--- src/hdl/mpc_pkg.sv ---
// Shared types, constants and arithmetic helpers of the mip chain generator.
`default_nettype none
package mpc_pkg;

   localparam int MAX_SIZE   = 2048;
   localparam int MAX_LEVELS = 12;
   localparam int MIN_SIZE   = 96;
   localparam int SIDE_W     = 12;
   localparam int COORD_W    = 11;
   localparam int LEVEL_W    = 4;
   localparam int ADDR_W     = $clog2(MAX_SIZE);
   localparam int PAIR_W     = 36;

   typedef struct packed {
      logic [7:0] in_red;
      logic [7:0] in_green;
      logic [7:0] in_blue;
      logic [7:0] in_alpha;
   } req_type;

   typedef struct packed {
      logic [LEVEL_W-1:0] mip_level;
      logic [COORD_W-1:0] texel_col;
      logic [COORD_W-1:0] texel_row;
      logic [7:0]         out_red;
      logic [7:0]         out_green;
      logic [7:0]         out_blue;
      logic [7:0]         out_alpha;
      logic               run_last;
      logic               chain_done;
   } rsp_type;

   // Pixel handed from the multiply stage to the level engine.
   typedef struct packed {
      logic [COORD_W-1:0] col;
      logic [COORD_W-1:0] row;
      logic [15:0]        red_prod;
      logic [15:0]        green_prod;
      logic [15:0]        blue_prod;
      logic [7:0]         alpha;
   } pix_type;

   // floor((prod + 127) / 255) by reciprocal with correction.
   function automatic logic [7:0] premul_div(input logic [15:0] prod);
      logic [16:0] y;
      logic [16:0] q;
      y = {1'b0, prod} + 17'd127;
      q = y + 17'd1 + (y >> 8);
      return q[15:8];
   endfunction

endpackage
`default_nettype wire

--- src/hdl/mpc_premul.sv ---
// Input stage: raster position tracking and color-by-alpha products.
`default_nettype none
module mpc_premul (
   input  wire logic                          clock,
   input  wire logic                          reset,
   input  wire logic                          restart,
   input  wire logic [mpc_pkg::SIDE_W-1:0]    side,
   input  wire logic                          req_valid,
   output logic                               req_ready,
   input  wire mpc_pkg::req_type              req_data,
   output logic                               pix_valid,
   input  wire logic                          pix_ready,
   output mpc_pkg::pix_type                   pix_data
);
   import mpc_pkg::*;

   logic                  v_ff, v_in;
   pix_type               pix_ff, pix_in;
   logic [COORD_W-1:0]    col_ff, col_in, row_ff, row_in;
   logic [SIDE_W-1:0]     col_next, row_next;
   logic                  take;

   assign req_ready = !v_ff || pix_ready;
   assign take      = req_valid && req_ready;
   assign col_next  = {1'b0, col_ff} + SIDE_W'(1);
   assign row_next  = {1'b0, row_ff} + SIDE_W'(1);

   always_comb begin
      v_in   = v_ff;
      pix_in = pix_ff;
      col_in = col_ff;
      row_in = row_ff;
      if (pix_ready) begin
         v_in = 1'b0;
      end
      if (take) begin
         v_in              = 1'b1;
         pix_in.col        = col_ff;
         pix_in.row        = row_ff;
         pix_in.red_prod   = req_data.in_red   * req_data.in_alpha;
         pix_in.green_prod = req_data.in_green * req_data.in_alpha;
         pix_in.blue_prod  = req_data.in_blue  * req_data.in_alpha;
         pix_in.alpha      = req_data.in_alpha;
         // Advance the raster position, wrap at the end of the image.
         if (col_next >= side) begin
            col_in = '0;
            row_in = (row_next >= side) ? '0 : row_next[COORD_W-1:0];
         end else begin
            col_in = col_next[COORD_W-1:0];
         end
      end
      if (restart) begin
         col_in = '0;
         row_in = '0;
      end
   end

   always_ff @(posedge clock) begin
      if (reset) begin
         v_ff   <= 1'b0;
         col_ff <= '0;
         row_ff <= '0;
      end else begin
         v_ff   <= v_in;
         col_ff <= col_in;
         row_ff <= row_in;
      end
      pix_ff <= pix_in;
   end

   assign pix_valid = v_ff;
   assign pix_data  = pix_ff;
endmodule
`default_nettype wire

--- config.mk ---
export PLATFORM = sky130hd
export DESIGN_NAME = mpc_premul
export DESIGN_NICKNAME = d
export VERILOG_FILES = /design/src/hdl/mpc_pkg.sv /design/src/hdl/mpc_premul.sv
export SDC_FILE = /design/constraint.sdc
export NUM_CORES = 1
export LEC_CHECK = 0
export BUFFER_PORTS_ARGS = -buffer_cell sky130_fd_sc_hd__buf_2
export CAP_MARGIN = 20
export CORE_AREA = 2 2 102 202
export DETAILED_ROUTE_END_ITERATION = 10
export DIE_AREA = 0 0 104 204
export PLACE_DENSITY = 0.86
export SETUP_SLACK_MARGIN = 0.5
export SKIP_CTS_REPAIR_TIMING = 1
export SYNTH_ARGS = -nofsm -noshare
export SYNTH_HDL_FRONTEND = slang
export SYNTH_SLANG_ARGS = --single-unit
--- constraint.sdc ---
create_clock -name clock -period 5.4 [get_ports clock]
set_clock_uncertainty 0.2 [all_clocks]
set_input_delay 1.08 -clock clock [delete_from_list [all_inputs] [get_ports clock]]
set_output_delay 1.08 -clock clock [all_outputs]
set_load 0.02 [all_outputs]
==> results of run 1 <==
==> power by group through the flow <==
stage          combinational (W)  clock, W  sequential (W)
5_1_grt                  0.00289  0.000754         0.00113
3_3_place_gp             0.00238         0         0.00114
2_1_floorplan            0.00166         0         0.00132
4_1_cts                  0.00250  0.000734         0.00112
6_report                 0.00260  0.000711         0.00112
3_5_place_dp             0.00247         0         0.00114
==> kinds of logic after synthesis <==
kind of cell / Yosys count / synth area share, %
simple gates: 355 / 17.8
fa+ha+maj: 242 / 36.0
buf+inv: 213 / 7.73
compound gates: 120 / 8.22
flops: 101 / 26.3
xor+xnor: 44 / 3.62
mux: 3 / 0.282
==> layout make-up <==
| type | instances | area [um2] |
|---|---|---|
| repair buffers | 148 | 837 |
| inverters | 190 | 714 |
| well taps | 262 | 328 |
| fillers | 1604 | 7490 |
| clock inverters | 7 | 92.6 |
| clock buffers | 9 | 225 |
| flip-flops and latches | 101 | 2800 |
| multi-input cells | 764 | 7230 |
==> final timing paths <==
kind                from            to  slack (ps)  depth (start not counted)
max          req_data[2]  pix_data[55]         600                         13
min            row_ff[1]  pix_data[57]         290                          0
max reg2reg    row_ff[0]     row_ff[4]        1830                         11
min reg2reg    row_ff[1]  pix_data[57]         290                          0
==> through the flow <==
| stage | utilization, % | setup WS [ps] | instances | hold slack [ps] |
|---|---|---|---|---|
| global placement | 59.6 | 26.1 | 1461 | 264 |
| finish | 62.0 | 596 | 1481 | 295 |
| detailed placement | 59.6 | -31.4 | 1461 | 276 |
| CTS | 61.2 | 367 | 1477 | 294 |
| floorplan | - | 487 | 1078 | 206 |
| global route | 62.0 | 491 | 1481 | 306 |
==> cell usage in the layout, fill, tap and decap left out, types with 9 or more instances in the layout <==
cell type	instances
a21o_1	9
nand3_1	19
nand2_1	88
and2_1	149
nor3_1	18
inv_1	186
ha_4	9
nor2_1	30
and3_1	12
a21oi_1	28
o211ai_1	13
buf_4	21
clkbuf_16	9
fa_1	107
dfxtp_1	23
buf_2	120
edfxtp_1	78
ha_1	124
xor2_1	13
o21ai_0	12
xnor2_1	31
==> layer usage <==
metal	track usage [%]	wire length, um	vias up	part of all wire, %
met1	22.5	7980	4048	33
met5	0	0	-	0
met2	48.4	14300	252	58
met4	14.5	1390	0	5.7
met3	3.64	797	106	3.3
li1	-	-	3808	-
==> registers in the layout, indices dropped and copies added, names as in the netlist <==
name / flops
pix_data: 78
col_ff: 11
row_ff: 11
pix_valid: 1
==> results.tsv, run 1 <==
stage	metric	value	unit
run_status	outcome	finished clean	
min_path	hold_path_class	flop to flop	
placed_design	portBuffers	128	
clock_tree	ctsRootBufferMaster	clkbuf_16	
critical_path	path_common_cell	fa_1	
synth	yosys-top-cells-count	inv_1, and2_1, ha_1	
timing	min_period	4800	ps
synth	yosysMostFrequentCell	inv_1	
run	max_cap_viol_count	0	
synth	ys.flop_type	edfxtp_1	
timing	drv_slew	0	
critical_path	crit_path_start_kind	input pin	
power	vdd_drop_max	0.000279	V
clock_tree	clk_pin_slew	80	ps
floorplanning	die_height	204	um
route	drtIter0Drc	346	
critical_path	cp.arrival	4710	ps
route	post_drt_wl_per_cell	16.5	um
global_route	antenna_found_initial	0	
synth	synth-edff-count	78	
critical_path	crit_family	adder cells	
placed_design	placed_area	0.0118	mm2
critical_path	cp.required	5310	ps
critical_path	cp_num_buf_inv	3	
power	p_total	0.00443	W
synth	avgSynthCellArea	9.89	um2
critical_path	critPathSlowestCell	fa_1	
clock_tree	clock-sinks	101	
power	sw_frac_of_total	42.2	%
timing	final-hold-violation-count	0	
critical_path	slowest_delay	530	ps
timing	worstMarginPinSlew	657	ps
layout	syn_to_final_growth	14.8	%
floorplanning	dieArea	0.0212	mm2
synth	synth_warnings	0	
critical_path	cp_max_fo	25	
floorplanning	rows	73	
floorplanning	start_util	54.0	%
synth	ys_seq_area_share	26.3	%
layout	diodes	0	
power	leakagePower	5.96	nW
timing	fin_setup_tns	0	ps
global_route	grt_pass1_vias	8765	
placed_design	hpwl	19400	um
route	viasPerCell	5.55	
global_route	grt_max_degree	49	
synth	synth_seq_cells	101	
route	drc_errors	0	
synth	syn-instance-count	1078	
clock_tree	cts_tree	done	
timing	setup_violations	0	
global_route	gr-total-overflow	0	
floorplanning	die_w	104	um
critical_path	crit_type	input pin to flop	
synth	synth.area.top_cells	edfxtp_1, fa_1, ha_1	
critical_path	critical_path.cell_chain	buf_6, and2_1, fa_1, fa_1, fa_1, inv_1, fa_1, inv_1, ha_1, or3_1, o21ai_0, or2_4, a311oi_2	
synth	synth_cell_types	58	
layout	fin_area	0.0122	mm2
clock_tree	cts_htree_levels	3	
timing	finalCritPeriodShare	89.0	%
route	wl	24500	um
timing	maxSlewHeadroom	56.1	%
floorplanning	core_area	0.0197	mm2
power	p_clk_share	16.0	%
timing	clock.fmax	0.208	GHz
power	seqPwrFrac	25.2	%
placed_design	routabilityCongestion	0.930	
power	power_switching	0.00187	W
route	drt_first_pass_iters	5	
synth	yosysTopAreaCellShare	22.0	%
synth	synth_area_leader_cell	edfxtp_1	
critical_path	cp-end-kind	flop	
power	combPwrFrac	58.7	%
timing	rsz0062_at_grt	false	
synth	synthesis.area	0.0107	mm2
clock_tree	clock_path_buffers	2	
layout	final_layout_size_suffix_gt1_share	17.6	%
route	vias	8214	
global_route	grt.total_usage	24.2	%
synth	ys_async_sr_fraction	0	%
clock_tree	insertion_delay	370	ps
route	ant_nets	0	
layout	final_nets	1505	
power	p_per_area	363	mW/mm2
power	p_int	0.00257	W
floorplanning	io_pins	129	
synth	syn_nets	1369	
clock_tree	cts_inserted_buffers	9	
global_route	grt_first_pass_wirelength	40600	um
Power figures use the tool's default switching activity.
==> run 2: changes to the inputs <==
--- a/config.mk
+++ b/config.mk
@@ -7,10 +7,11 @@
 export LEC_CHECK = 0
 export BUFFER_PORTS_ARGS = -buffer_cell sky130_fd_sc_hd__buf_2
 export CAP_MARGIN = 20
-export CORE_AREA = 2 2 102 202
+export CORE_AREA = 2 2 101 201
+export CTS_BUF_LIST = sky130_fd_sc_hd__clkbuf_8
 export DETAILED_ROUTE_END_ITERATION = 10
-export DIE_AREA = 0 0 104 204
-export PLACE_DENSITY = 0.86
+export DIE_AREA = 0 0 103 203
+export PLACE_DENSITY = 0.87
 export SETUP_SLACK_MARGIN = 0.5
 export SKIP_CTS_REPAIR_TIMING = 1
 export SYNTH_ARGS = -nofsm -noshare
==> run 2 against run 1 <==
Against the previous run: cell count fell by 0.74%; sequential cell count did not move; count of clock-buffer cells in the layout unchanged; via count is 0.60% lower; non-clock buffer count decreased by 9; die area decreased by 1.4%.
==> results.tsv, run 2 (synthesis results as in run 1) <==
stage	metric	value	unit	change
run_status	outcome	finished clean		
critical_path	critical_path.cell_chain	clkbuf_4, and2_1, fa_1, fa_1, fa_1, inv_1, fa_1, inv_1, ha_4, nor3_1, nor2_1, o41ai_4, buf_4, o211ai_1, nand3_1		
layout	final_cell_mix	inv_1, and2_1, ha_1		
timing	rsz0062_at_grt	false		
floorplanning	dieArea	0.0209	mm2	-1.4%
route	drtIter0Drc	379		+9.5%
global_route	grt_first_pass_wirelength	39500	um	-2.6%
layout	final_layout_size_suffix_gt1_share	16.4	%	-1.1 points
global_route	grt_max_degree	50		+2.0%
route	vias	8165		-0.60%
timing	final-hold-violation-count	0		unchanged
power	p_int	0.00233	W	-9.1%
critical_path	critPathSlowestCell	fa_1		
clock_tree	cts_inserted_buffers	9		unchanged
clock_tree	cts_tree	done		
clock_tree	insertion_delay	390	ps	+20 ps
global_route	gr-total-overflow	0		unchanged
clock_tree	ctsRootBufferMaster	clkbuf_8		
critical_path	cp.arrival	4750	ps	+40 ps
route	drc_errors	0		unchanged
clock_tree	clk_pin_slew	100	ps	+20 ps
placed_design	portBuffers	128		unchanged
timing	min_period	4800	ps	-1.56 ps
power	power_switching	0.00182	W	-2.8%
critical_path	cp_max_fo	20		-20%
timing	setup_violations	0		unchanged
layout	largest_reg_flops	78		unchanged
clock_tree	clock_path_buffers	2		unchanged
run	max_cap_viol_count	0		unchanged
layout	mostFrequentLayoutCell	inv_1		
critical_path	cp.required	5350	ps	+40 ps
timing	clock.fmax	0.208	GHz	about the same
power	vdd_drop_max	0.000260	V	-6.7%
route	wl	24300	um	-0.61%
route	wl_met2	14100	um	-1.9%
route	ant_nets	0		unchanged
layout	syn_to_final_growth	12.5	%	
power	seqPwrFrac	27.0	%	+1.8 points
route	viasPerCell	5.55		+0.15%
global_route	antenna_found_initial	1		+1
critical_path	crit_path_start_kind	input pin		
floorplanning	start_util	55.3	%	+1.3 points
critical_path	crit_family	adder cells		
placed_design	hpwl	19400	um	-0.17%
layout	final_nets	1496		-0.60%
floorplanning	die_height	203	um	-0.49%
clock_tree	clock-sinks	101		unchanged
critical_path	path_common_cell	fa_1		
clock_tree	cts_htree_levels	3		unchanged
timing	whs	311	ps	+16.7 ps
layout	fin_util	62.2	%	+0.16 points
route	drt_first_pass_iters	7		+2
timing	maxSlewHeadroom	53.2	%	-2.9 points
global_route	grt.total_usage	24.3	%	+0.077 points
floorplanning	die_w	103	um	-0.96%
floorplanning	io_pins	129		unchanged
route	post_drt_wl_per_cell	16.6	um	+0.14%
global_route	grt_pass1_vias	8819		+0.62%
critical_path	cp_num_buf_inv	4		+1
route	wl_met3	994	um	+25%
timing	setup_ws	598	ps	+1.56 ps
power	p_clk_share	11.7	%	-4.3 points
critical_path	cp-end-kind	flop		
critical_path	crit_type	input pin to flop		
route	dr.max_layer_used	met4		
timing	finalCritPeriodShare	88.9	%	about the same
placed_design	post-place-ws	-37.7	ps	-6.29 ps
timing	fin_setup_tns	0	ps	unchanged
placed_design	routabilityCongestion	0.917		-1.4%
floorplanning	rows	72		-1.4%
critical_path	slowest_delay	550	ps	+20 ps
timing	drv_slew	0		unchanged
power	p_total	0.00415	W	-6.5%
floorplanning	core_area	0.0193	mm2	-2.3%
power	combPwrFrac	61.2	%	+2.5 points
power	leakagePower	5.86	nW	-1.8%
power	sw_frac_of_total	43.8	%	+1.6 points
timing	worstMarginPinSlew	699	ps	+41.7 ps
power	p_per_area	346	mW/mm2	-4.6%
critical_path	ff2ff_setup_slack	1730	ps	-100 ps
route	m1WireLength	8050	um	+0.85%
min_path	hold_path_class	flop to flop		
-- run 2: layer usage --
layer	vias up	GRT usage [%]
met5	-	0
met2	264	47.4
met1	4024	22.4
met4	0	14.4
li1	3785	-
met3	92	3.44
-- run 2: worst reg2reg max path, stage by stage, from the launching register on --
cell and delay, ps:
dfxtp_1 480, nand3_1 220, nor2_1 390, nand3_1 150
xnor2_1 250, ha_1 300, a21o_1 160, a21o_1 170
a211o_1 300, a31oi_2 570, nand2_1 210, o22ai_1 190
-- run 2: path summary, 6_finish.rpt --
check	to	cells past startpoint	start
worst max-delay path	pix_data[36]	15	req_data[6]
worst max register to register	row_ff[3]	11	row_ff[0]
worst min-delay path	pix_data[66]	0	row_ff[10]
worst min register to register	pix_data[66]	0	row_ff[10]
-- run 2: power groups by stage --
stage,combinational (W),clock (W),sequential [W]
2_1_floorplan,0.00166,0,0.00132
3_3_place_gp,0.00236,0,0.00114
3_5_place_dp,0.00245,0,0.00114
4_1_cts,0.00247,0.000502,0.00112
5_1_grt,0.00285,0.000516,0.00114
6_report,0.00254,0.000487,0.00112
-- run 2: layout make-up --
class                   instances  area (um2)
fillers                      1590        7290
multi-input cells             764        7200
flip-flops and latches        101        2800
repair buffers                139         749
inverters                     190         714
well taps                     259         324
clock buffers                   9         124
clock inverters                 7        66.3
diodes                          1        2.50
-- run 2: stage by stage --
step,area [um2],std cells
after floorplan,10800,1078
after global placement,11700,1451
after detailed placement,11700,1451
after CTS,11900,1467
after global routing,12000,1470
final,12000,1470
